$ cat config.mk
export PLATFORM = sky130hd
export DESIGN_NAME = r2q_div_cell
export DESIGN_NICKNAME = d
export VERILOG_FILES = /design/src/rotation_to_quaternion_core_defines.svh /design/src/r2q_pkg.sv /design/src/r2q_div_cell.sv
export SDC_FILE = /design/constraint.sdc
export NUM_CORES = 1
export LEC_CHECK = 0
export BUFFER_PORTS_ARGS = -buffer_cell sky130_fd_sc_hd__buf_2
export CORE_AREA = 2 2 299 301
export CTS_CLUSTER_SIZE = 24
export DETAILED_ROUTE_END_ITERATION = 8
export DIE_AREA = 0 0 301 303
export PLACE_DENSITY_LB_ADDON = 0.15
export SLEW_MARGIN = 20
export SYNTH_ARGS = -nofsm -noshare
export SYNTH_HDL_FRONTEND = slang
export SYNTH_SLANG_ARGS = --single-unit
$ cat constraint.sdc
create_clock -name clk -period 9.5 [get_ports clk]
set_input_delay 0.475 -clock clk [delete_from_list [all_inputs] [get_ports clk]]
set_output_delay 0.475 -clock clk [all_outputs]
set_load 0.01 [all_outputs]
$ cat src/rotation_to_quaternion_core_defines.svh
// assertion macros for the rotation to quaternion core
// expects clk and rst_n in the scope where a macro is used
`ifndef ROTATION_TO_QUATERNION_CORE_DEFINES_SVH
`define ROTATION_TO_QUATERNION_CORE_DEFINES_SVH

// same-cycle implication
`define R2Q_ASSERT_IMPL(lbl, ante, cons) \
    lbl: assert property (@(posedge clk) disable iff (!rst_n) (ante) |-> (cons)) \
        else $error("r2q assertion failed");

// next-cycle implication
`define R2Q_ASSERT_NEXT(lbl, ante, cons) \
    lbl: assert property (@(posedge clk) disable iff (!rst_n) (ante) |=> (cons)) \
        else $error("r2q assertion failed");

`endif

$ cat src/r2q_pkg.sv
// shared widths, codes, stage records and helper functions
// for the rotation to quaternion core; no dependencies
`timescale 1ns / 1ps
`default_nettype none

package r2q_pkg;

    localparam int DATA_W            = 32;
    localparam int FRACTION_BITS_DEF = 30;
    localparam int ARG_W             = 35;
    localparam int DIFF_W            = 33;
    localparam int ROOT_W            = 32;
    localparam int RAD_W             = 2 * ROOT_W;
    localparam int REM_W             = ROOT_W + 2;
    localparam int DEN_W             = ROOT_W + 1;
    localparam int QUO_W             = 34;
    localparam int NUM_W             = 64;
    localparam int SQRT_CELLS        = ROOT_W;
    localparam int DIV_CELLS         = QUO_W;

    // which component comes straight from the square root
    localparam logic [1:0] MAIN_X = 2'd0;
    localparam logic [1:0] MAIN_Y = 2'd1;
    localparam logic [1:0] MAIN_Z = 2'd2;
    localparam logic [1:0] MAIN_W = 2'd3;

    // numerators of the three other components, in x y z w order skipping main
    typedef struct packed {
        logic signed [DIFF_W-1:0] d0;
        logic signed [DIFF_W-1:0] d1;
        logic signed [DIFF_W-1:0] d2;
        logic [1:0]               main;
        logic                     degen;
    } side_t;

    typedef struct packed {
        logic [RAD_W-1:0]  rad;
        logic [REM_W-1:0]  rem;
        logic [ROOT_W-1:0] root;
    } sq_t;

    typedef struct packed {
        logic [DEN_W-1:0] r;
        logic [QUO_W-1:0] lo;
        logic [QUO_W-1:0] q;
        logic             neg;
        logic             ovf;
    } dl_t;

    typedef struct packed {
        dl_t               lane0;
        dl_t               lane1;
        dl_t               lane2;
        logic [DEN_W-1:0]  den;
        logic [DATA_W-1:0] mainv;
        logic [1:0]        main;
        logic              degen;
    } dv_t;

    // magnitude * 2^fb + s, split into the starting remainder and the low bits
    function automatic dl_t div_init(logic signed [DIFF_W-1:0] d,
                                     logic [ROOT_W-1:0] root,
                                     logic [DEN_W-1:0] den,
                                     int unsigned fb);
        dl_t              l;
        logic [DIFF_W-1:0] mag;
        logic [NUM_W-1:0]  num;
        logic [NUM_W-1:0]  hi;
        l.neg = d[DIFF_W-1];
        mag   = l.neg ? (~d + 1'b1) : d;
        num   = (NUM_W'(mag) << fb) + NUM_W'(root);
        hi    = num >> QUO_W;
        l.ovf = (hi >= NUM_W'(den));
        l.r   = l.ovf ? '0 : hi[DEN_W-1:0];
        l.lo  = num[QUO_W-1:0];
        l.q   = '0;
        return l;
    endfunction

    // returns {saturated, value}
    function automatic logic [DATA_W:0] lane_result(dl_t l);
        logic              s;
        logic [DATA_W-1:0] v;
        if (!l.neg)
        begin
            s = l.ovf || (l.q[QUO_W-1:DATA_W-1] != '0);
            v = s ? {1'b0, {(DATA_W-1){1'b1}}} : l.q[DATA_W-1:0];
        end
        else
        begin
            s = l.ovf || (l.q[QUO_W-1:DATA_W] != '0)
                || (l.q[DATA_W-1] && (l.q[DATA_W-2:0] != '0));
            v = s ? {1'b1, {(DATA_W-1){1'b0}}} : (~l.q[DATA_W-1:0] + 1'b1);
        end
        return {s, v};
    endfunction

endpackage

`default_nettype wire

$ cat src/r2q_div_cell.sv
// one cell of the divider row: one quotient bit for each of three lanes
// depends on r2q_pkg
`timescale 1ns / 1ps
`default_nettype none

module r2q_div_cell (
    input  wire logic          clk,
    input  wire logic          rst_n,
    input  wire logic          in_valid,
    output logic               in_ready,
    input  wire r2q_pkg::dv_t  in_dv,
    output logic               out_valid,
    input  wire logic          out_ready,
    output r2q_pkg::dv_t       out_dv
);

    logic         valid_reg;
    r2q_pkg::dv_t dv_reg, dv_next;

    function automatic r2q_pkg::dl_t step(r2q_pkg::dl_t l,
                                          logic [r2q_pkg::DEN_W-1:0] den);
        r2q_pkg::dl_t            n;
        logic [r2q_pkg::DEN_W:0] t;
        logic                    take;
        t      = {l.r, l.lo[r2q_pkg::QUO_W-1]};
        take   = (t >= {1'b0, den});
        n      = l;
        n.r    = take ? r2q_pkg::DEN_W'(t - {1'b0, den}) : r2q_pkg::DEN_W'(t);
        n.lo   = l.lo << 1;
        n.q    = {l.q[r2q_pkg::QUO_W-2:0], take};
        return n;
    endfunction

    always_comb
    begin
        dv_next       = in_dv;
        dv_next.lane0 = step(in_dv.lane0, in_dv.den);
        dv_next.lane1 = step(in_dv.lane1, in_dv.den);
        dv_next.lane2 = step(in_dv.lane2, in_dv.den);
    end

    assign in_ready = !valid_reg || out_ready;

    always_ff @(posedge clk or negedge rst_n)
    begin
        if (!rst_n)
            valid_reg <= 1'b0;
        else if (in_ready)
            valid_reg <= in_valid;
    end

    always_ff @(posedge clk)
    begin
        if (in_valid && in_ready)
            dv_reg <= dv_next;
    end

    assign out_valid = valid_reg;
    assign out_dv    = dv_reg;

endmodule

`default_nettype wire
Word level (Yosys, flattened, before mapping)

Index checks and enable logic that the tools add are counted.

Register bits: 375
Input port bits: 381
Output and inout bits: 379
Logic and storage cells: 32

$add $sub $neg: 3
$lt $le $gt $ge: 3
Muxes and demuxes: 3
Reduce and logical (&&, ||, !) cells: 3

Operators with widths:

| kind                                         | number |
|---|---|
| greater-or-equal comparator 34 x 33 -> 1 bit | 3 |
| two-way mux 33 bit                           | 3 |
| subtractor 33 bit                            | 3 |
| logical AND 1 bit                            | 1 |
| logical NOT 1 bit                            | 1 |
| logical OR 1 bit                             | 1 |

Logic depth before layout (Yosys ltp)

Word-level depth: 3
Mapped depth: 14
Mapped depth without buffers: 13

Least setup slack after synthesis

Ideal clock, no wire load.

Path type: input-to-reg
From: input port out_ready
To: register dv_reg, in the netlist out_dv[0], enable pin
Setup time: 786 ps
Data arrival time: 9,169 ps
Required time: 8,714 ps
Setup slack: -455 ps
Cell stages on the path: 2
Path through: nand2b_1 -> and2_1

Word-level cells in the longest chain between the ends: 2

RTL lines:

| element                | RTL line           | source |
|---|---|---|
| start: declaration     | r2q_div_cell.sv:13 | `input wire logic out_ready,` |
| logical OR 1 bit       | r2q_div_cell.sv:42 | `assign in_ready = !valid_reg \|\| out_ready;` |
| logical AND 1 bit      | r2q_div_cell.sv:54 | `if (in_valid && in_ready)` |
| end signal: assignment | r2q_div_cell.sv:55 | `dv_reg <= dv_next;` |
| end: declaration       | r2q_div_cell.sv:18 | `r2q_pkg::dv_t dv_reg, dv_next;` |

No other way between the ends.
A chain may end at the register's enable or synchronous reset.

==> flow_metrics.py <==
metrics = {
    "clock_tree": {
        "clock-sinks": 375,
        "clk_latency_ns": 0.58,
        "post_cts_buffers": 0,
        "cts_buffers": 47,
        "path_clk_slew_ns": 0.06,
        "htreeDepth": 2,
        "max-clock-path-buffers": 3,
        "cts_tree": "yes",
        "cts_root_buf": "clkbuf_16",
    },
    "synthesis": {
        "synth_cells": 1368,
        "postSynth.asyncResetShare_pct": 0.267,
        "syn_area_mm2": 0.0178,
        "synth.most_common_cell": "edfxtp_1",
        "synth_top_area_cell": "edfxtp_1",
        "yosys-top-cells-count": "374 x edfxtp_1, 120 x a21oi_1, 110 x nand2_1",
        "ys_seq_area_share_pct": 63.4,
        "synth-edff-count": 374,
        "synthFlopType": "edfxtp_1",
        "synth_area_leaders": "edfxtp_1 63%, ha_1 7.0%, a21oi_1 3.4%",
        "yosys.cell_types.count": 64,
        "synth_seq_cells": 375,
        "yosys_warnings": 0,
        "yosys.area.top_type_share_pct": 63.3,
        "avgSynthCellArea_um2": 13.0,
    },
    "critical_path": {
        "r2r-start": "out_valid$_DFFE_PN0N_",
        "required_ns": 9.83,
        "crit_path_max_fanout": 45,
        "start_kind": "primary input",
        "worstSetupPathType": "in2reg",
        "ff2ff_path_depth": 4,
        "r2r_slack_ns": 6.34,
        "reg2reg_to": "out_dv[212]$_DFFE_PP_",
        "cp-end-kind": "flop",
        "crit_arrival_ns": 4.37,
    },
    "global_routing": {
        "grt_pass1_wl_mm": 107,
        "antenna_found_initial": 40,
        "track_usage_pct": 16.4,
        "grt_pass1_vias": 14600,
        "grt_max_degree": 137,
        "overflow": 0,
    },
    "run_status": {
        "status": "finished, final reports clean",
    },
    "sta": {
        "whs_ns": 0.0625,
        "hold_violations": 0,
        "finalCriticalPeriod_ns": 4.04,
        "max_freq_ghz": 0.247,
        "setup_tns_ns": 0,
        "fin_skew_ns": 0.0133,
        "slew-limit-headroom_pct": 39.2,
        "fin_crit_sh_pct": 42.6,
        "worstMarginPinSlew_ns": 0.911,
        "setup_viol": 0,
        "drv_slew": 0,
        "rsz0062_at_grt": "no",
        "fin_ws_ns": 5.46,
    },
    "layout": {
        "nFillCells": 9243,
        "fin_cells": 3336,
        "area_delta_synth_final_pct": 37.6,
        "multi_input_area_mm2": 0.00606,
        "ff_latch_area_mm2": 0.0113,
        "finalNetCount": 2614,
        "final_core_util_pct": 27.8,
        "drive_gt1_share_pct": 39.9,
    },
    "power": {
        "powerDensity_mw_per_mm2": 192,
        "switching_share_pct": 27.9,
        "internal_power_w": 0.00338,
        "p_seq_share_pct": 42.8,
        "leakage_nw": 10.3,
        "combPwrFrac_pct": 18.5,
        "power_switching_w": 0.00131,
        "vdd_drop_max_uv": 118,
        "clkPwrFrac_pct": 38.7,
    },
    "drt": {
        "drt_pass1_iterations": 5,
        "drtIter0Drc": 840,
        "vias": 14400,
        "drc_errors": 0,
        "drt-total-wl_mm": 79.6,
        "wl_per_cell_um": 23.9,
        "via_per_inst": 4.31,
        "ant_nets": 0,
    },
    "place": {
        "place_inst": 3246,
        "portBuffers": 753,
        "place_congestion": 0.853,
        "preCtsSetupSlack_ns": 4.74,
        "dpl.hpwl_mm": 65.3,
    },
    "worst_hold_path": {
        "hold_start": "in_dv[81]",
        "whs_endpoint": "out_dv[82]$_DFFE_PP_",
        "hold_depth": 1,
        "hp-class": "in2reg",
    },
    "floorplan": {
        "core_mm2": 0.0880,
        "die_area_mm2": 0.0912,
        "row_count": 109,
        "io_pins": 760,
        "dieWidth_um": 301,
        "die_y_um": 303,
        "initial_utilization_pct": 20.2,
    },
    "flow_run": {
        "cap_violations": 0,
    },
}
## area by class of cell
cell class,instances,area share [%]
Tap cell,1165,5.97
Sequential cell,375,46.1
Inverter,65,0.999
Multi-Input combinational cell,879,24.8
Clock inverter,31,1.35
Antenna cell,5,0.0512
Timing Repair Buffer,763,15.8
Clock buffer,53,4.91
## state kept, by name, indices dropped and copies added (netlist names)
signal     count
out_dv       374
out_valid      1
## what timing repair did
item                      CTS  global route
hold endpoints to repair    1             0
hold buffers                1             0
gates resized for setup     0             0
## power groups by stage
stage / clock network (W) / registers, W / logic (W)
floorplan: 0 / 0.00212 / 0.000421
global placement: 0 / 0.00204 / 0.000879
detailed placement: 0 / 0.00204 / 0.000880
CTS: 0.00190 / 0.00201 / 0.000887
global route: 0.00194 / 0.00202 / 0.000956
finish: 0.00182 / 0.00201 / 0.000869
## cell families after synthesis
logic type                 Yosys count  synth area share (%)
AOI/OAI and AO/OA                  399                  14.2
xor gates and xnor gates            84                  4.14
adders and majority gates          102                  7.31
buffers and inverters              116                  2.56
DFF                                375                  63.4
muxes                               19                  1.20
other                                1                0.0211
and+or+nand+nor                    272                  7.17
## placed cells by master (no fill, tap or decap), types with 11 or more instances in the layout
master and n:
buf_2 753, edfxtp_1 374, a21oi_1 120, nand2_1 110
o21ai_0 105, ha_1 99, inv_1 65, nor2_1 57
a21o_1 54, xnor2_1 50, clkbuf_16 47, xor2_1 34
o21bai_1 21, nand4_1 20, mux2_2 18, nand3_1 17
o21a_1 12, nor3_1 11, clkinv_1 11
## worst max-delay path by stage
| stage | startpoint | endpoint | cells past startpoint |
|---|---|---|---|
| floorplan | out_ready | out_dv[0]$_DFFE_PP_ | 2 |
| global placement | in_dv[35] | out_dv[367]$_DFFE_PP_ | 13 |
| detailed placement | in_dv[35] | out_dv[367]$_DFFE_PP_ | 13 |
| CTS | in_dv[35] | out_dv[376]$_DFFE_PP_ | 13 |
| global route | in_dv[35] | out_dv[376]$_DFFE_PP_ | 13 |
| finish | in_dv[35] | out_dv[376]$_DFFE_PP_ | 13 |
## metrics by stage
stage                     cell area (µm²)  power (W)
after floorplan                     17800    0.00254
after global placement              22900    0.00292
after detailed placement            22900    0.00292
after CTS                           24400    0.00480
after global routing                24400    0.00492
final                               24400    0.00469
## critical path: stages
cell	delay, ns
buf_2	0.15
ha_1	0.19
inv_1	0.06
fa_1	0.40
a21o_1	0.19
a31oi_1	0.19
o21ai_1	0.21
o2111ai_1	0.50
a2111oi_0	0.23
nor3_2	0.68
buf_4	0.51
inv_1	0.24
mux2_2	0.32
## layer usage
metal  vias up  share of wire (%)  track usage [%]
met3       121                7.7             5.23
met5         -               0.35                0
met4        44                2.3             3.83
li1       6708                  -                -
met1      6959                 35             16.8
met2       539                 54             32.0
Power figures use the tool's default switching activity.
