==> src/rotation_to_quaternion_core_defines.svh <==
// assertion macros for the rotation to quaternion core
// expects clk and rst_n in the scope where a macro is used
`ifndef ROTATION_TO_QUATERNION_CORE_DEFINES_SVH
`define ROTATION_TO_QUATERNION_CORE_DEFINES_SVH

// same-cycle implication
`define R2Q_ASSERT_IMPL(lbl, ante, cons) \
    lbl: assert property (@(posedge clk) disable iff (!rst_n) (ante) |-> (cons)) \
        else $error("r2q assertion failed");

// next-cycle implication
`define R2Q_ASSERT_NEXT(lbl, ante, cons) \
    lbl: assert property (@(posedge clk) disable iff (!rst_n) (ante) |=> (cons)) \
        else $error("r2q assertion failed");

`endif

==> src/r2q_pkg.sv <==
// shared widths, codes, stage records and helper functions
// for the rotation to quaternion core; no dependencies
`timescale 1ns / 1ps
`default_nettype none

package r2q_pkg;

    localparam int DATA_W            = 32;
    localparam int FRACTION_BITS_DEF = 30;
    localparam int ARG_W             = 35;
    localparam int DIFF_W            = 33;
    localparam int ROOT_W            = 32;
    localparam int RAD_W             = 2 * ROOT_W;
    localparam int REM_W             = ROOT_W + 2;
    localparam int DEN_W             = ROOT_W + 1;
    localparam int QUO_W             = 34;
    localparam int NUM_W             = 64;
    localparam int SQRT_CELLS        = ROOT_W;
    localparam int DIV_CELLS         = QUO_W;

    // which component comes straight from the square root
    localparam logic [1:0] MAIN_X = 2'd0;
    localparam logic [1:0] MAIN_Y = 2'd1;
    localparam logic [1:0] MAIN_Z = 2'd2;
    localparam logic [1:0] MAIN_W = 2'd3;

    // numerators of the three other components, in x y z w order skipping main
    typedef struct packed {
        logic signed [DIFF_W-1:0] d0;
        logic signed [DIFF_W-1:0] d1;
        logic signed [DIFF_W-1:0] d2;
        logic [1:0]               main;
        logic                     degen;
    } side_t;

    typedef struct packed {
        logic [RAD_W-1:0]  rad;
        logic [REM_W-1:0]  rem;
        logic [ROOT_W-1:0] root;
    } sq_t;

    typedef struct packed {
        logic [DEN_W-1:0] r;
        logic [QUO_W-1:0] lo;
        logic [QUO_W-1:0] q;
        logic             neg;
        logic             ovf;
    } dl_t;

    typedef struct packed {
        dl_t               lane0;
        dl_t               lane1;
        dl_t               lane2;
        logic [DEN_W-1:0]  den;
        logic [DATA_W-1:0] mainv;
        logic [1:0]        main;
        logic              degen;
    } dv_t;

    // magnitude * 2^fb + s, split into the starting remainder and the low bits
    function automatic dl_t div_init(logic signed [DIFF_W-1:0] d,
                                     logic [ROOT_W-1:0] root,
                                     logic [DEN_W-1:0] den,
                                     int unsigned fb);
        dl_t              l;
        logic [DIFF_W-1:0] mag;
        logic [NUM_W-1:0]  num;
        logic [NUM_W-1:0]  hi;
        l.neg = d[DIFF_W-1];
        mag   = l.neg ? (~d + 1'b1) : d;
        num   = (NUM_W'(mag) << fb) + NUM_W'(root);
        hi    = num >> QUO_W;
        l.ovf = (hi >= NUM_W'(den));
        l.r   = l.ovf ? '0 : hi[DEN_W-1:0];
        l.lo  = num[QUO_W-1:0];
        l.q   = '0;
        return l;
    endfunction

    // returns {saturated, value}
    function automatic logic [DATA_W:0] lane_result(dl_t l);
        logic              s;
        logic [DATA_W-1:0] v;
        if (!l.neg)
        begin
            s = l.ovf || (l.q[QUO_W-1:DATA_W-1] != '0);
            v = s ? {1'b0, {(DATA_W-1){1'b1}}} : l.q[DATA_W-1:0];
        end
        else
        begin
            s = l.ovf || (l.q[QUO_W-1:DATA_W] != '0)
                || (l.q[DATA_W-1] && (l.q[DATA_W-2:0] != '0));
            v = s ? {1'b1, {(DATA_W-1){1'b0}}} : (~l.q[DATA_W-1:0] + 1'b1);
        end
        return {s, v};
    endfunction

endpackage

`default_nettype wire

==> src/r2q_front.sv <==
// entry stage: trace, branch choice, root argument and numerators
// depends on r2q_pkg
`timescale 1ns / 1ps
`default_nettype none

module r2q_front #(
    parameter int FRACTION_BITS = r2q_pkg::FRACTION_BITS_DEF
) (
    input  wire logic                               clk,
    input  wire logic                               rst_n,
    input  wire logic                               in_valid,
    output logic                                    in_ready,
    input  wire logic signed [r2q_pkg::DATA_W-1:0]  r00,
    input  wire logic signed [r2q_pkg::DATA_W-1:0]  r01,
    input  wire logic signed [r2q_pkg::DATA_W-1:0]  r02,
    input  wire logic signed [r2q_pkg::DATA_W-1:0]  r10,
    input  wire logic signed [r2q_pkg::DATA_W-1:0]  r11,
    input  wire logic signed [r2q_pkg::DATA_W-1:0]  r12,
    input  wire logic signed [r2q_pkg::DATA_W-1:0]  r20,
    input  wire logic signed [r2q_pkg::DATA_W-1:0]  r21,
    input  wire logic signed [r2q_pkg::DATA_W-1:0]  r22,
    output logic                                    out_valid,
    input  wire logic                               out_ready,
    output r2q_pkg::sq_t                            out_sq,
    output r2q_pkg::side_t                          out_side
);

    localparam int AW = r2q_pkg::ARG_W;
    localparam int DW = r2q_pkg::DIFF_W;

    logic signed [AW-1:0] e00, e11, e22, one, trace, arg;
    logic [1:0]           main;
    logic                 degen;
    logic                 valid_reg;
    r2q_pkg::sq_t         sq_reg, sq_next;
    r2q_pkg::side_t       side_reg, side_next;

    assign e00 = AW'(r00);
    assign e11 = AW'(r11);
    assign e22 = AW'(r22);
    assign one = AW'(1) <<< FRACTION_BITS;
    assign trace = e00 + e11 + e22;

    always_comb
    begin
        if (trace > 0)
            main = r2q_pkg::MAIN_W;
        else if (e00 < e11)
            main = (e11 < e22) ? r2q_pkg::MAIN_Z : r2q_pkg::MAIN_Y;
        else
            main = (e00 < e22) ? r2q_pkg::MAIN_Z : r2q_pkg::MAIN_X;
    end

    always_comb
    begin
        case (main)
            r2q_pkg::MAIN_W:
            begin
                arg          = trace + one;
                side_next.d0 = DW'(r21) - DW'(r12);
                side_next.d1 = DW'(r02) - DW'(r20);
                side_next.d2 = DW'(r10) - DW'(r01);
            end
            r2q_pkg::MAIN_X:
            begin
                arg          = e00 - e11 - e22 + one;
                side_next.d0 = DW'(r10) + DW'(r01);
                side_next.d1 = DW'(r20) + DW'(r02);
                side_next.d2 = DW'(r21) - DW'(r12);
            end
            r2q_pkg::MAIN_Y:
            begin
                arg          = e11 - e22 - e00 + one;
                side_next.d0 = DW'(r01) + DW'(r10);
                side_next.d1 = DW'(r21) + DW'(r12);
                side_next.d2 = DW'(r02) - DW'(r20);
            end
            default:
            begin
                arg          = e22 - e00 - e11 + one;
                side_next.d0 = DW'(r02) + DW'(r20);
                side_next.d1 = DW'(r12) + DW'(r21);
                side_next.d2 = DW'(r10) - DW'(r01);
            end
        endcase
        degen           = (arg <= 0);
        side_next.main  = main;
        side_next.degen = degen;
        sq_next.rad     = degen ? '0
                          : (r2q_pkg::RAD_W'($unsigned(arg)) << FRACTION_BITS);
        sq_next.rem     = '0;
        sq_next.root    = '0;
    end

    assign in_ready = !valid_reg || out_ready;

    always_ff @(posedge clk or negedge rst_n)
    begin
        if (!rst_n)
            valid_reg <= 1'b0;
        else if (in_ready)
            valid_reg <= in_valid;
    end

    always_ff @(posedge clk)
    begin
        if (in_valid && in_ready)
        begin
            sq_reg   <= sq_next;
            side_reg <= side_next;
        end
    end

    assign out_valid = valid_reg;
    assign out_sq    = sq_reg;
    assign out_side  = side_reg;

endmodule

`default_nettype wire

==> config.mk <==
export PLATFORM = sky130hd
export DESIGN_NAME = r2q_front
export DESIGN_NICKNAME = d
export VERILOG_FILES = /design/src/rotation_to_quaternion_core_defines.svh /design/src/r2q_pkg.sv /design/src/r2q_front.sv
export SDC_FILE = /design/constraint.sdc
export NUM_CORES = 1
export LEC_CHECK = 0
export BUFFER_PORTS_ARGS = -buffer_cell sky130_fd_sc_hd__buf_2
export CORE_MARGIN = 3
export CORE_UTILIZATION = 30
export DETAILED_ROUTE_END_ITERATION = 7
export SLEW_MARGIN = 20
export SYNTH_ARGS = -nofsm -noshare
export SYNTH_HDL_FRONTEND = slang
export SYNTH_SLANG_ARGS = --single-unit
==> constraint.sdc <==
create_clock -name clk -period 5.1 [get_ports clk]
set_input_delay 1.53 -clock clk [delete_from_list [all_inputs] [get_ports clk]]
set_output_delay 1.53 -clock clk [all_outputs]
set_load 0.05 [all_outputs]
# Word-level counts from Yosys, hierarchy flattened
# Index checks and enable logic that the tools add are counted.
# word_totals
ff_bits	167
input_bits	292
output_inout_bits	234
word_cells	43
# classes
n_addsub	18
magnitude_cmp	5
eq_ne	2
n_mux	6
reduce_logical	4
# ops
operator	count
99-bit one-hot mux with 3 select lines	1
32-bit by 32-bit subtractor with 33-bit output	6
34-bit by 32-bit adder with 35-bit output (second input constant)	4
32-bit by 32-bit adder with 33-bit output	4
35-bit one-hot mux with 3 select lines	1
33-bit by 32-bit subtractor with 34-bit output	3
32-bit < comparator	3
35-bit by 1-bit <= comparator with 1-bit output (second input constant)	1
33-bit by 32-bit adder with 34-bit output	1
34-bit by 1-bit > comparator with 1-bit output (second input constant)	1
2-bit 2-to-1 mux	4
2-bit by 1-bit == test with 1-bit output (second input constant)	1
2-bit == test (second input constant)	1
2-bit zero test	1
1-bit logical AND	1
1-bit zero test	1
1-bit logical OR	1

# Logic depth before layout (Yosys ltp)
# logic_depth
ltp_word	7
ltp_mapped	31
depth_no_buf	28

# Least setup slack after synthesis
# OpenSTA, ideal clock, no wires.
# synth_timing
path_kind	input to register
start	input r00[1] (netlist name)
end	register side_reg (netlist bit out_side[0]) (data pin)
setup_time_ps	132
arrival_ps	7150
required_ps	4968
path_slack_ps	-2182
path_stages	28
path_buffers	0
path_cell_list	fa_1 -> ha_1 -> fa_1 -> a21oi_1 -> o21ai_0 -> nand3_1 -> nand3_1 -> o211ai_1 -> nand2_1 -> a21oi_1 -> o21ai_0 -> a21o_1 -> xor2_1 -> inv_1 -> ha_1 -> nand3_1 -> nor3_1 -> o211ai_1 -> nor4_1 -> and4_1 -> nand4_1 -> o21ai_2 -> mux2_2 -> a211o_1 -> or4_1 -> nor4_1 -> and4_1 -> a41o_1
# synth_via
elab_chain_len	7
elab_cells_between_ends	22
cone_classes	add/sub (11); order compare (4); eq/ne (2); mux (4); reduce/logical (1)
# synth_lines
item	line_no	source
from (decl)	r2q_front.sv:13	input wire logic signed [r2q_pkg::DATA_W-1:0] r00,
32-bit by 32-bit adder with 33-bit output / 32-bit < comparator (equally long branches)	r2q_front.sv:42, r2q_front.sv:51	
33-bit by 32-bit adder with 34-bit output / 2-bit 2-to-1 mux (equally long branches)	r2q_front.sv:42, r2q_front.sv:51	
34-bit by 1-bit > comparator with 1-bit output / 2-bit 2-to-1 mux (equally long branches)	r2q_front.sv:46, r2q_front.sv:48	
2-bit 2-to-1 mux	r2q_front.sv:46	if (trace > 0)
2-bit by 1-bit == test with 1-bit output (tied with other cells)	r2q_front.sv:56	case (main)
35-bit one-hot mux with 3 select lines *	r2q_front.sv:56	
35-bit by 1-bit <= comparator with 1-bit output *	r2q_front.sv:86	degen = (arg <= 0);
via degen	r2q_front.sv:33	logic degen;
to (signal assigned)	r2q_front.sv:110	side_reg <= side_next;
to (decl)	r2q_front.sv:36	r2q_pkg::side_t side_reg, side_next;
# Mark *: on every way through the listed nets, which the timed path passes. The rest lies on a longest branch.
# A chain may end at the register's enable or synchronous reset.

# Worst setup path after layout
# layout_timing
start	input r00[2] (netlist name)
end	register side_reg (netlist bit out_side[0]) (data pin)
# Same word-level chain as after synthesis.

==> results.sh <==
export IMPL_grt_pass1_wl_um=197000
export IMPL_status="finished, violations left"
export IMPL_final_nets=6220
export IMPL_htreeDepth=4
export IMPL_yosysSeqAreaShare_pct=13.2
export IMPL_maxSlewViolCount=0
export IMPL_yosys_warnings=0
export IMPL_crit_path_start_kind="input pin"
export IMPL_grt_pass1_vias=32600
export IMPL_end_kind="flop"
export IMPL_drtAntennaViolNets=0
export IMPL_fin_util_pct=44.3
export IMPL_wl_um=134000
export IMPL_critical_path_max_fanout=6
export IMPL_dieArea_um2=108000
export IMPL_avgSynthCellArea_um2=8.32
export IMPL_rows=117
export IMPL_violations="negative setup slack"
export IMPL_cts_reportedPaths_clkPinSlew_ns=0.06
export IMPL_cts_tree="built"
export IMPL_cp_arrival_ns=7.56
export IMPL_postCtsHoldBufs=0
export IMPL_slew_headroom_pct=22.7
export IMPL_skew_ns=0.0188
export IMPL_drt_iter0_markers=2685
export IMPL_min_delay_start="out_valid$_DFFE_PN0N_"
export IMPL_fin_crit_sh_pct=141
export IMPL_clk_latency_ns=0.51
export IMPL_cts_root_buffer_cell="clkbuf_16"
export IMPL_tightest_slew_ns=1.14
export IMPL_track_usage_pct=24.0
export IMPL_critPathRequiredTime_ns=5.46
export IMPL_ios=526
export IMPL_vias=33200
export IMPL_syn_cell_area_um2=31200
export IMPL_cts_buffers=17
export IMPL_worst_ir_drop_vdd_mv=0.281
export IMPL_clock_path_buffers=2
export IMPL_power_total_mw=14.6
export IMPL_postSynthCellCount=3747
export IMPL_path_class="in2reg"
export IMPL_die_x_um=328
export IMPL_place_ws_ns=-3.13
export IMPL_fmaxAchievable_mhz=139
export IMPL_leakagePower_nw=22.5
export IMPL_rsz0062_at_grt="yes"
export IMPL_synth_edf_count=136
export IMPL_initial_core_util_pct=30.4
export IMPL_r2r_start="out_valid$_DFFE_PN0N_"
export IMPL_syn2layout_area_growth_pct=45.7
export IMPL_wl_per_cell_um=20.4
export IMPL_multiInputGateArea_um2=26000
export IMPL_setup_viol=136
export IMPL_fin_ws_ns=-2.10
export IMPL_grt_overflow=0
export IMPL_synth_cell_type_count=94
export IMPL_holdWs_ns=0.540
export IMPL_cp_startpoint="r00[2]"
export IMPL_grt_max_degree=60
export IMPL_pwr_density_cell_nw_per_um2=322
export IMPL_dp_hpwl_um=110000
export IMPL_hp_class="reg2reg"
export IMPL_gp_congestion=0.939
export IMPL_async_reset_ff_share_pct=0.730
export IMPL_viasPerCell=5.05
export IMPL_ys_flop_type="edfxtp_1"
export IMPL_regArea_um2=4110
export IMPL_core_area_um2=102000
export IMPL_fp_dieH_um=328
export IMPL_port_buffers=429
export IMPL_worstRegToRegCells=3
export IMPL_antenna_found_initial=34
export IMPL_tns_ns=-239.10
export IMPL_fin_crit_ns=7.20
export IMPL_drive_gt1_share_pct=34.8
export IMPL_detail_route_first_pass_iterations=6
export IMPL_max_cap_violations=0
export IMPL_drc=0
export IMPL_cts_num_sinks=137
export IMPL_n_fill_cell=10200
export IMPL_ys_seq_elements=137
export IMPL_final_hold_violation_count=0
export IMPL_whs_path_depth=2
what timing repair did:
action / CTS / global route
cloned: 25 / 4
endpoints found under the setup margin: 136 / 136
endpoints found under the hold margin: 0 / 0
pin swaps: 76 / 47
buffers inserted: 68 / 21
resized for setup: 360 / 71
metrics by stage:
step	cells	area (µm²)
2_1_floorplan	3842	31700
3_3_place_gp	6420	41900
3_5_place_dp	6420	41900
4_1_cts	6540	44900
5_1_grt	6560	45400
6_report	6570	45400
cell type report:
class	instances	share of cell area, %
diodes	14	0.0771
clock buffers	17	0.937
clock inverters	15	0.361
inverters	397	3.32
multi-input cells	3099	57.3
flip-flops and latches	137	9.05
well taps	1368	3.77
repair buffers	1523	25.2
final timing paths:
check	to	slack [ns]
min in group asynchronous	out_valid$_DFFE_PN0N_	0.80
max reg2reg	out_side[45]$_DFFE_PP_	2.99
max	out_side[0]$_DFFE_PP_	-2.10
min reg2reg	out_valid$_DFFE_PN0N_	0.54
min	out_valid$_DFFE_PN0N_	0.54
max in group asynchronous	out_valid$_DFFE_PN0N_	4.22
power by group:
group / switching (mW) / internal [mW] / leakage [nW]
Combinational: 6.41 / 5.07 / 20.9
Sequential: 0.150 / 1.63 / 1.31
Clock: 0.632 / 0.728 / 0.283
metal layers:
| layer | up-vias | track usage [%] | routed length [µm] |
|---|---|---|---|
| met5 | - | 0 | 83 |
| met4 | 12 | 8.13 | 4870 |
| met3 | 250 | 4.63 | 9700 |
| met2 | 1195 | 39.5 | 61800 |
| met1 | 15900 | 31.4 | 57400 |
| li1 | 15800 | - | - |
worst max-delay path, cell delays in order:
cell and delay [ns]:
buf_8 0.10, fa_2 0.65, ha_4 0.23, a211oi_2 0.24
buf_4 0.17, o211a_4 0.19, nor3_4 0.06, o211a_1 0.27
o211ai_1 0.26, nand2b_1 0.09, a21o_1 0.16, a21o_1 0.18
xnor2_2 0.16, ha_2 0.22, nand3_2 0.06, nor3_2 0.10
o211ai_1 0.13, nor4_2 0.18, and4_1 0.22, nand4_1 0.18
buf_4 0.21, o21a_4 0.23, a221o_1 0.38, or4_4 0.55
nor4_4 0.33, buf_4 0.15, and4_1 0.17, a41o_1 0.15
state kept, by name, summed over array words and instances (netlist names):
name,cells
out_side,102
out_sq,34
out_valid,1
kinds of logic (layout without fill, tap and decap cells):
family / Yosys count / after routing / share of synthesized area (%)
AOI/OAI and AO/OA: 1009 / 1009 / 21.0
xor gates and xnor gates: 255 / 255 / 7.16
adders and majority gates: 753 / 753 / 33.9
buffers and inverters: 606 / 1952 / 8.51
DFF: 137 / 137 / 13.2
muxes: 53 / 53 / 1.74
other: 1 / 110 / 0.0120
and+or+nand+nor: 933 / 933 / 14.5
synth_stat cells (57+ instances only):
| master | count | area [µm²] |
|---|---|---|
| clkbuf_1 | 94 | 353 |
| xnor2_1 | 188 | 1650 |
| edfxtp_1 | 136 | 4080 |
| a21oi_1 | 301 | 1510 |
| inv_1 | 395 | 1480 |
| nand2_1 | 201 | 754 |
| nor2_1 | 271 | 1020 |
| ha_1 | 601 | 7520 |
| nor3_1 | 118 | 591 |
| buf_4 | 97 | 728 |
| xor2_1 | 67 | 587 |
| fa_1 | 152 | 3040 |
| nand3_1 | 57 | 285 |
| a21o_1 | 75 | 563 |
| o21ai_0 | 192 | 961 |
cell usage in the layout (no fill, tap or decap), types with 26 or more instances in the layout:
master / n
a211oi_1: 36
a21o_1: 75
a21oi_1: 275
a31oi_1: 26
buf_12: 29
buf_2: 426
buf_4: 1008
conb_1: 96
edfxtp_1: 136
fa_1: 144
ha_1: 592
inv_1: 394
mux2i_1: 44
nand2_1: 159
nand2_2: 32
nand2b_1: 52
nand3_1: 54
nor2_1: 249
nor2b_1: 52
nor3_1: 113
o211ai_1: 40
o21a_1: 36
o21ai_0: 129
o21ai_1: 39
o21ai_2: 29
o21bai_1: 46
o31ai_1: 26
or3_1: 38
xnor2_1: 187
xor2_1: 67
Power figures use the tool's default switching activity.
