File: src/rotation_to_quaternion_core_defines.svh
// assertion macros for the rotation to quaternion core
// expects clk and rst_n in the scope where a macro is used
`ifndef ROTATION_TO_QUATERNION_CORE_DEFINES_SVH
`define ROTATION_TO_QUATERNION_CORE_DEFINES_SVH

// same-cycle implication
`define R2Q_ASSERT_IMPL(lbl, ante, cons) \
    lbl: assert property (@(posedge clk) disable iff (!rst_n) (ante) |-> (cons)) \
        else $error("r2q assertion failed");

// next-cycle implication
`define R2Q_ASSERT_NEXT(lbl, ante, cons) \
    lbl: assert property (@(posedge clk) disable iff (!rst_n) (ante) |=> (cons)) \
        else $error("r2q assertion failed");

`endif

File: src/r2q_pkg.sv
// shared widths, codes, stage records and helper functions
// for the rotation to quaternion core; no dependencies
`timescale 1ns / 1ps
`default_nettype none

package r2q_pkg;

    localparam int DATA_W            = 32;
    localparam int FRACTION_BITS_DEF = 30;
    localparam int ARG_W             = 35;
    localparam int DIFF_W            = 33;
    localparam int ROOT_W            = 32;
    localparam int RAD_W             = 2 * ROOT_W;
    localparam int REM_W             = ROOT_W + 2;
    localparam int DEN_W             = ROOT_W + 1;
    localparam int QUO_W             = 34;
    localparam int NUM_W             = 64;
    localparam int SQRT_CELLS        = ROOT_W;
    localparam int DIV_CELLS         = QUO_W;

    // which component comes straight from the square root
    localparam logic [1:0] MAIN_X = 2'd0;
    localparam logic [1:0] MAIN_Y = 2'd1;
    localparam logic [1:0] MAIN_Z = 2'd2;
    localparam logic [1:0] MAIN_W = 2'd3;

    // numerators of the three other components, in x y z w order skipping main
    typedef struct packed {
        logic signed [DIFF_W-1:0] d0;
        logic signed [DIFF_W-1:0] d1;
        logic signed [DIFF_W-1:0] d2;
        logic [1:0]               main;
        logic                     degen;
    } side_t;

    typedef struct packed {
        logic [RAD_W-1:0]  rad;
        logic [REM_W-1:0]  rem;
        logic [ROOT_W-1:0] root;
    } sq_t;

    typedef struct packed {
        logic [DEN_W-1:0] r;
        logic [QUO_W-1:0] lo;
        logic [QUO_W-1:0] q;
        logic             neg;
        logic             ovf;
    } dl_t;

    typedef struct packed {
        dl_t               lane0;
        dl_t               lane1;
        dl_t               lane2;
        logic [DEN_W-1:0]  den;
        logic [DATA_W-1:0] mainv;
        logic [1:0]        main;
        logic              degen;
    } dv_t;

    // magnitude * 2^fb + s, split into the starting remainder and the low bits
    function automatic dl_t div_init(logic signed [DIFF_W-1:0] d,
                                     logic [ROOT_W-1:0] root,
                                     logic [DEN_W-1:0] den,
                                     int unsigned fb);
        dl_t              l;
        logic [DIFF_W-1:0] mag;
        logic [NUM_W-1:0]  num;
        logic [NUM_W-1:0]  hi;
        l.neg = d[DIFF_W-1];
        mag   = l.neg ? (~d + 1'b1) : d;
        num   = (NUM_W'(mag) << fb) + NUM_W'(root);
        hi    = num >> QUO_W;
        l.ovf = (hi >= NUM_W'(den));
        l.r   = l.ovf ? '0 : hi[DEN_W-1:0];
        l.lo  = num[QUO_W-1:0];
        l.q   = '0;
        return l;
    endfunction

    // returns {saturated, value}
    function automatic logic [DATA_W:0] lane_result(dl_t l);
        logic              s;
        logic [DATA_W-1:0] v;
        if (!l.neg)
        begin
            s = l.ovf || (l.q[QUO_W-1:DATA_W-1] != '0);
            v = s ? {1'b0, {(DATA_W-1){1'b1}}} : l.q[DATA_W-1:0];
        end
        else
        begin
            s = l.ovf || (l.q[QUO_W-1:DATA_W] != '0)
                || (l.q[DATA_W-1] && (l.q[DATA_W-2:0] != '0));
            v = s ? {1'b1, {(DATA_W-1){1'b0}}} : (~l.q[DATA_W-1:0] + 1'b1);
        end
        return {s, v};
    endfunction

endpackage

`default_nettype wire

File: src/r2q_sqrt_cell.sv
// one cell of the square root row: settles one root bit per word
// depends on r2q_pkg
`timescale 1ns / 1ps
`default_nettype none

module r2q_sqrt_cell (
    input  wire logic            clk,
    input  wire logic            rst_n,
    input  wire logic            in_valid,
    output logic                 in_ready,
    input  wire r2q_pkg::sq_t    in_sq,
    input  wire r2q_pkg::side_t  in_side,
    output logic                 out_valid,
    input  wire logic            out_ready,
    output r2q_pkg::sq_t         out_sq,
    output r2q_pkg::side_t       out_side
);

    localparam int RW = r2q_pkg::REM_W;

    logic [RW+1:0]  sh, trial;
    logic           take;
    logic           valid_reg;
    r2q_pkg::sq_t   sq_reg, sq_next;
    r2q_pkg::side_t side_reg;

    always_comb
    begin
        sh    = {in_sq.rem, in_sq.rad[r2q_pkg::RAD_W-1 -: 2]};
        trial = (RW+2)'({in_sq.root, 2'b01});
        take  = (sh >= trial);
        sq_next.rem  = take ? RW'(sh - trial) : RW'(sh);
        sq_next.root = {in_sq.root[r2q_pkg::ROOT_W-2:0], take};
        sq_next.rad  = in_sq.rad << 2;
    end

    assign in_ready = !valid_reg || out_ready;

    always_ff @(posedge clk or negedge rst_n)
    begin
        if (!rst_n)
            valid_reg <= 1'b0;
        else if (in_ready)
            valid_reg <= in_valid;
    end

    always_ff @(posedge clk)
    begin
        if (in_valid && in_ready)
        begin
            sq_reg   <= sq_next;
            side_reg <= in_side;
        end
    end

    assign out_valid = valid_reg;
    assign out_sq    = sq_reg;
    assign out_side  = side_reg;

endmodule

`default_nettype wire

File: config.mk
export PLATFORM = sky130hd
export DESIGN_NAME = r2q_sqrt_cell
export DESIGN_NICKNAME = d
export VERILOG_FILES = /design/src/rotation_to_quaternion_core_defines.svh /design/src/r2q_pkg.sv /design/src/r2q_sqrt_cell.sv
export SDC_FILE = /design/constraint.sdc
export NUM_CORES = 1
export LEC_CHECK = 0
export BUFFER_PORTS_ARGS = -buffer_cell sky130_fd_sc_hd__clkbuf_2
export CORE_MARGIN = 2
export CORE_UTILIZATION = 23
export CTS_BUF_LIST = sky130_fd_sc_hd__clkbuf_8 sky130_fd_sc_hd__clkbuf_16
export CTS_CLUSTER_DIAMETER = 40
export CTS_CLUSTER_SIZE = 14
export DETAILED_ROUTE_END_ITERATION = 10
export GPL_TIMING_DRIVEN = 0
export PLACE_DENSITY = 0.44
export SLEW_MARGIN = 20
export SYNTH_ARGS = -nofsm -noshare
export SYNTH_HDL_FRONTEND = slang
export SYNTH_SLANG_ARGS = --single-unit
File: constraint.sdc
create_clock -name clk -period 8.75 [get_ports clk]
set_input_delay 2.1875 -clock clk [delete_from_list [all_inputs] [get_ports clk]]
set_output_delay 2.1875 -clock clk [all_outputs]
set_load 0.02 [all_outputs]
After elaboration in Yosys (flattened, before gate mapping)
Index checks and enable logic that the tools add are counted.
- register bits: 231
- word-level logic and storage cells: 15
- input bits: 236
- output and inout port bits: 234
- reduce and logical (&&, ||, !) cells: 3
- add/subtract/negate cells: 1
- muxes and demuxes: 1
- $lt $le $gt $ge: 1
- operator list (cell ; number):
    $ge 36x34->1 ; 1
    $mux 34 ; 1
    $sub 34x34->34 ; 1
    $logic_and 1x1->1 ; 1
    $logic_not 1->1 ; 1
    $logic_or 1x1->1 ; 1

Depth between registers and ports, before layout
Gate-level depths: netlist of run 1.
- depth in word-level cells: 3
- depth in mapped cells: 13
- mapped depth without buffers: 10

Worst setup path after synthesis of run 1
OpenSTA, ideal clock, no wires.
- path type: input port to flip-flop
- from: in out_ready
- to: reg side_reg, in the netlist out_side[0] (enable)
- arrival time: 7.716 ns
- stages: 2
- data required time: 8.131 ns
- setup slack: 0.415 ns
- buffers on the path: 0
- library setup time: 0.619 ns
- path through: nand2b_1 and2_1
- longest elaborated chain between the ends: 2
- ends and longest elaborated chain (what ; line ; RTL):
    from (decl) ; r2q_sqrt_cell.sv:14 ; input wire logic out_ready,
    $logic_or 1x1->1 ; r2q_sqrt_cell.sv:37 ; assign in_ready = !valid_reg || out_ready;
    $logic_and 1x1->1 ; r2q_sqrt_cell.sv:49 ; if (in_valid && in_ready)
    to (signal assigned) ; r2q_sqrt_cell.sv:52 ; side_reg <= in_side;
    to (decl) ; r2q_sqrt_cell.sv:25 ; r2q_pkg::side_t side_reg;
No other way between the ends.
A chain may end at the register's enable or synchronous reset.

Worst setup path after layout of run 1
- from: in out_ready
- to: out in_ready
- longest elaborated chain between the ends: 1
- ends and longest elaborated chain (what ; line ; RTL):
    $logic_or 1x1->1 ; r2q_sqrt_cell.sv:37 ;
    to (decl) ; r2q_sqrt_cell.sv:10 ; output logic in_ready,
No other way between the ends.

==> results.sh, run 1 <==
export IMPL_synth_top_area_share_pct=73.3
export IMPL_async_flop_share_pct=0.433
export IMPL_grt_max_degree=57
export IMPL_p_leak_nw=6.17
export IMPL_hp_class="flip-flop to flip-flop"
export IMPL_io_buffers=467
export IMPL_track_usage_pct=15.2
export IMPL_synthTopCellsByCount="edfxtp_1, nand2_1, inv_1, o21ai_0, ha_1"
export IMPL_critPathLaunchType="primary input"
export IMPL_critPathTopFamily="buffers and inverters"
export IMPL_cp_num_buf_inv=2
export IMPL_period_share_pct=54.8
export IMPL_layout_cells_non_filler=1698
export IMPL_timing_fmax_mhz=209
export IMPL_cts_root_buf="clkbuf_16"
export IMPL_ys_dominant_reg_cell="edfxtp_1"
export IMPL_routed_wl_um=33900
export IMPL_min_path_cells=2
export IMPL_power_density_nw_per_um2=251
export IMPL_num_rows=74
export IMPL_num_vias=7105
export IMPL_finClkSkew_ns=0.0137
export IMPL_clock_sinks=231
export IMPL_synth_seq_area_share_pct=73.6
export IMPL_routedWlPerCell_um=20.0
export IMPL_path_depth=3
export IMPL_synth_edf_count=230
export IMPL_place_congestion=0.792
export IMPL_initial_core_util_pct=23.2
export IMPL_area_delta_synth_final_pct=49.4
export IMPL_power_mw=3.54
export IMPL_syn_avg_cell_area_um2=15.4
export IMPL_path_class="primary input to output pin"
export IMPL_dr_pass1_iters=4
export IMPL_cts_resized=0
export IMPL_cp_max_fo=3
export IMPL_worstSkewPairLatency_ns=0.55
export IMPL_yosys_warnings=0
export IMPL_cts_path_max_buffers=3
export IMPL_drv_slew=0
export IMPL_cp_end_kind="output pin"
export IMPL_yosys_top_cells_area="edfxtp_1, ha_1, nand2_1"
export IMPL_drv_cap=0
export IMPL_cts_hold_buf=0
export IMPL_drive_gt1_share_pct=50.0
export IMPL_vias_per_cell=4.18
export IMPL_dieHeight_um=206
export IMPL_nets=1401
export IMPL_ant_nets=0
export IMPL_drc_errors=0
export IMPL_cts_buffers=44
export IMPL_hold_viol_final=0
export IMPL_ys_ff_latch=231
export IMPL_h_tree_depth=2
export IMPL_post_cts_setup_buffers=0
export IMPL_crit_chain="clkbuf_2, nand2b_1, clkbuf_2"
export IMPL_grt_pass1_vias=7056
export IMPL_path_common_cell="clkbuf_2"
export IMPL_reg2reg_depth=5
export IMPL_slew_headroom_pct=54.6
export IMPL_drt_iter0_drc=301
export IMPL_fin_crit_ns=4.80
export IMPL_synthMostInstantiatedCell="edfxtp_1"
export IMPL_tightestPinTransition_ns=0.681
export IMPL_max_stage_delay_ns=0.17
export IMPL_slowest_stage="nand2b_1"
export IMPL_synth_largest_area_cell="edfxtp_1"
export IMPL_place_inst=1617
export IMPL_grt_overflow=0
export IMPL_path_clk_slew_ns=0.05
export IMPL_worstPathRequired_ns=6.56
export IMPL_coreArea_um2=40600
export IMPL_cts_tree="built"
export IMPL_syn_area_um2=9420
export IMPL_worstPathArrival_ns=2.61
export IMPL_dieWidth_um=206
export IMPL_synth_cell_types=63
export IMPL_r2r_setup_slack_ns=6.31
export IMPL_synthCells=613
export IMPL_dieArea_um2=42600
export IMPL_status="complete, no violations"
export IMPL_vdd_drop_max_uv=124
export IMPL_setup_violations=0
export IMPL_grt_pass1_wl_um=46500
export IMPL_dp_hpwl_um=27000
export IMPL_tns_ns=0
export IMPL_rsz0062_at_grt="false"
export IMPL_io_pins=470
export IMPL_antenna_found_initial=14
## layout by cell type (no fill, tap or decap), types with 3 or more instances in the layout
cell / n
nor2_1: 18
o21ai_0: 41
nor3_1: 10
inv_8: 4
clkbuf_2: 469
nand4_1: 6
clkinv_4: 4
clkinvlp_4: 8
inv_6: 4
nand2b_1: 7
buf_16: 3
inv_1: 44
o21a_1: 3
o31ai_1: 4
a31oi_1: 4
clkinv_2: 5
and3_2: 3
edfxtp_1: 230
and2_1: 3
a21o_1: 19
clkbuf_16: 44
o21ai_1: 4
a21oi_1: 28
nand2_1: 58
o41ai_2: 3
mux2i_1: 4
clkbuf_1: 4
nand3_1: 6
xor2_1: 13
buf_2: 6
xnor2_1: 14
ha_1: 34
bufinv_16: 7
## through the flow
| stage | util (%) | setup WS, ns | area, um2 | hold slack [ns] |
|---|---|---|---|---|
| floorplan | - | 0.415 | 9430 | 0.783 |
| global placement | 30.6 | -2.31 | 12400 | 0.536 |
| detailed placement | 30.8 | 3.58 | 12500 | 0.561 |
| CTS | 34.6 | 3.95 | 14100 | 0.619 |
| global route | 34.6 | 3.92 | 14100 | 0.653 |
| finish | 34.6 | 3.95 | 14100 | 0.609 |
## layout make-up
class / count / area [um2]
fill: 4102 / 26600
clock buffer: 44 / 1100
antenna: 1 / 2.50
inverter: 43 / 163
timing repair buffer: 471 / 2440
buffer: 16 / 95.1
multi-input combinational: 324 / 2240
sequential: 231 / 6930
clock inverter: 36 / 437
tap: 532 / 666
## power breakdown
| part | switching [mW] | internal [mW] |
|---|---|---|
| clock | 0.615 | 1.14 |
| combinational | 0.289 | 0.163 |
| sequential | 0.0172 | 1.31 |
## sequential cells by signal, indices dropped and copies added (netlist names)
name	flops
out_side	102
out_valid	1
out_sq	128
## per-layer routing
layer | track usage, % | wire, um | vias to the layer above
met2 | 28.2 | 18100 | 268
met1 | 15.2 | 11600 | 3392
li1 | - | - | 3356
met4 | 5.15 | 723 | 18
met3 | 6.15 | 3380 | 71
met5 | 0 | 125 | -
## final timing paths
check | from | to
hold reg to reg | out_valid | out_valid
hold / removal | out_valid | out_valid
max in group asynchronous | rst_n | out_valid
setup reg to reg | out_valid | out_sq[98]
min in group asynchronous | rst_n | out_valid
setup / recovery | out_ready | in_ready
## worst register-to-register path, cell delays in order (launching register included)
cell      delay (ns)
dfrtp_1         0.40
nand2b_1        0.13
and2_4          0.62
buf_16          0.35
buf_12          0.28
buf_16          0.30
## logic make-up after synthesis
family                   synth area share (%)
flip-flops                               73.6
buffers and inverters                    2.74
AND/OR/NAND/NOR                          6.15
AO/OA/AOI/OAI                            9.89
adder cells (fa/ha/maj)                  4.52
other                                  0.0398
XOR/XNOR                                 2.51
multiplexers                            0.584
No activity file was read; power rests on OpenSTA's default activity.
==> inputs of run 2 (changes only) <==
Clock period 8.75 ns to 4.5 ns, I/O delays scaled along.
==> run 2 against run 1 <==
Net effect: sequential share of layout area is 0.38 points higher; clock-buffer cell count shrank 1; global-route usage shrank 0.15 points; flip-flop and latch count unchanged; routed wire length shrank 1.7%; combinational power increased by 94%; power increased by 87%; largest cell class unchanged.
==> results.sh, run 2 (synthesis gave the netlist of run 1 again) <==
export IMPL_status="complete, no violations"
export IMPL_cts_root_buf="clkbuf_16"
export IMPL_largest_reg_flops=128
export IMPL_h_tree_depth=2
export IMPL_setup_violations=0
export IMPL_routedWlPerCell_um=19.6
export IMPL_cp_num_buf_inv=2
export IMPL_path_class="primary input to flip-flop"
export IMPL_final_cell_mix="clkbuf_2, edfxtp_1, nand2_1"
export IMPL_pre_cts_ws_ns=0.402
export IMPL_setup_worst_path_start="in_sq[0]"
export IMPL_rsz0062_at_grt="false"
export IMPL_worstPathRequired_ns=4.85
export IMPL_grt_overflow=0
export IMPL_hp_class="primary input to asynchronous set/reset pin"
export IMPL_area_delta_synth_final_pct=48.2
export IMPL_cts_hold_buf=0
export IMPL_dr_pass1_iters=4
export IMPL_tightestPinTransition_ns=0.717
export IMPL_drt_iter0_drc=282
export IMPL_nets=1400
export IMPL_grt_pass1_vias=7104
export IMPL_path_depth=10
export IMPL_max_stage_delay_ns=0.60
export IMPL_r2r_end="out_sq[119]"
export IMPL_cp_max_fo=5
export IMPL_cts_tree="built"
export IMPL_reg2reg_depth=5
export IMPL_ant_nets=0
export IMPL_grt_pass1_wl_um=46100
export IMPL_path_clk_slew_ns=0.05
export IMPL_io_buffers=467
export IMPL_vias_per_cell=4.14
export IMPL_critPathLaunchType="primary input"
export IMPL_cts_resized=0
export IMPL_drive_gt1_share_pct=49.6
export IMPL_finClkSkew_ns=0.00983
export IMPL_critPathTopFamily="compound AO/OA/AOI/OAI gates"
export IMPL_crit_chain="clkbuf_2, inv_1, ha_1, o21ai_1, a22oi_2, o2111ai_2, a2111oi_4, o41ai_2, and4b_1, o41ai_2"
export IMPL_final_cell_area_um2=14000
export IMPL_place_congestion=0.786
export IMPL_tns_ns=0
export IMPL_slew_headroom_pct=52.2
export IMPL_vdd_drop_max_uv=225
export IMPL_num_vias=7033
export IMPL_io_pins=470
export IMPL_dieArea_um2=42600
export IMPL_dpl_cell_area_um2=12500
export IMPL_crit_path_end="out_sq[65]"
export IMPL_routed_wl_um=33300
export IMPL_hold_viol_final=0
export IMPL_drv_slew=0
export IMPL_worstPathArrival_ns=3.79
export IMPL_r2r_start="out_valid"
export IMPL_dp_hpwl_um=26700
export IMPL_power_density_nw_per_um2=474
export IMPL_dieHeight_um=206
export IMPL_timing_final_ws_setup_ns=1.06
export IMPL_coreArea_um2=40600
export IMPL_cts_buffers=43
export IMPL_path_common_cell="o41ai_2"
export IMPL_num_rows=74
export IMPL_clock_sinks=231
export IMPL_slowest_stage="a2111oi_4"
export IMPL_drv_cap=0
export IMPL_r2r_setup_slack_ns=2.03
export IMPL_worstSkewPairLatency_ns=0.55
export IMPL_dieWidth_um=206
export IMPL_initial_core_util_pct=23.2
export IMPL_period_share_pct=76.4
export IMPL_p_leak_nw=6.14
export IMPL_post_cts_setup_buffers=0
export IMPL_grt_max_degree=53
export IMPL_fin_crit_ns=3.44
export IMPL_final_common_cell="clkbuf_2"
export IMPL_cp_end_kind="flip-flop"
export IMPL_track_usage_pct=15.0
export IMPL_antenna_found_initial=9
export IMPL_timing_fmax_mhz=291
export IMPL_cts_path_max_buffers=3
export IMPL_drc_errors=0
-- run 2: changes by cell type in the layout (fill, tap and decap cells not counted), sizes merged --
cell / delta
clkinvlp: -4
clkbuf: -1
inv: +3
clkinv: +5
bufinv: -4
-- run 2: per-layer routing --
metal	global-route usage, %	routed length (um)	vias up
met2	27.8	17900	288
met5	0	113	-
met3	6.05	3080	60
met1	15.3	11600	3303
li1	-	-	3368
met4	4.77	730	14
-- run 2: how the worst min path moves through the flow --
| stage | end | slack [ns] | cells after the start |
|---|---|---|---|
| 6_report | out_valid | 0.34 | 1 |
| 5_1_grt | out_valid | 0.31 | 1 |
| 4_1_cts | out_valid | 0.30 | 1 |
| 3_5_place_dp | out_valid | 0.55 | 2 |
| 3_3_place_gp | out_valid | 0.52 | 2 |
| 2_1_floorplan | out_valid | 0.79 | 2 |
-- run 2: layout make-up --
type                            instances  area, um2
Antenna cell                            1       2.50
Buffer                                 16       95.1
Clock buffer                           43       1080
Clock inverter                         36        355
Fill cell                            4090      26700
Inverter                               43        163
Multi-Input combinational cell        324       2240
Sequential cell                       231       6930
Tap cell                              532        666
Timing Repair Buffer                  471       2440
-- run 2: power by group --
group          total (mW)  switching, mW  leakage, nW  internal, mW
Clock                3.16           1.20        0.699          1.96
Combinational       0.876          0.559         3.23         0.317
Sequential           2.58         0.0332         2.20          2.55
Total                6.62           1.79         6.14          4.83
-- run 2: stage by stage --
step	power (mW)	hold WS (ns)	utilization [%]	std cells
global placement	3.51	0.521	30.6	1613
finish	6.62	0.340	34.4	1697
global route	6.92	0.310	34.4	1696
CTS	6.75	0.300	34.4	1696
floorplan	3.14	0.789	-	614
detailed placement	3.52	0.547	30.8	1617
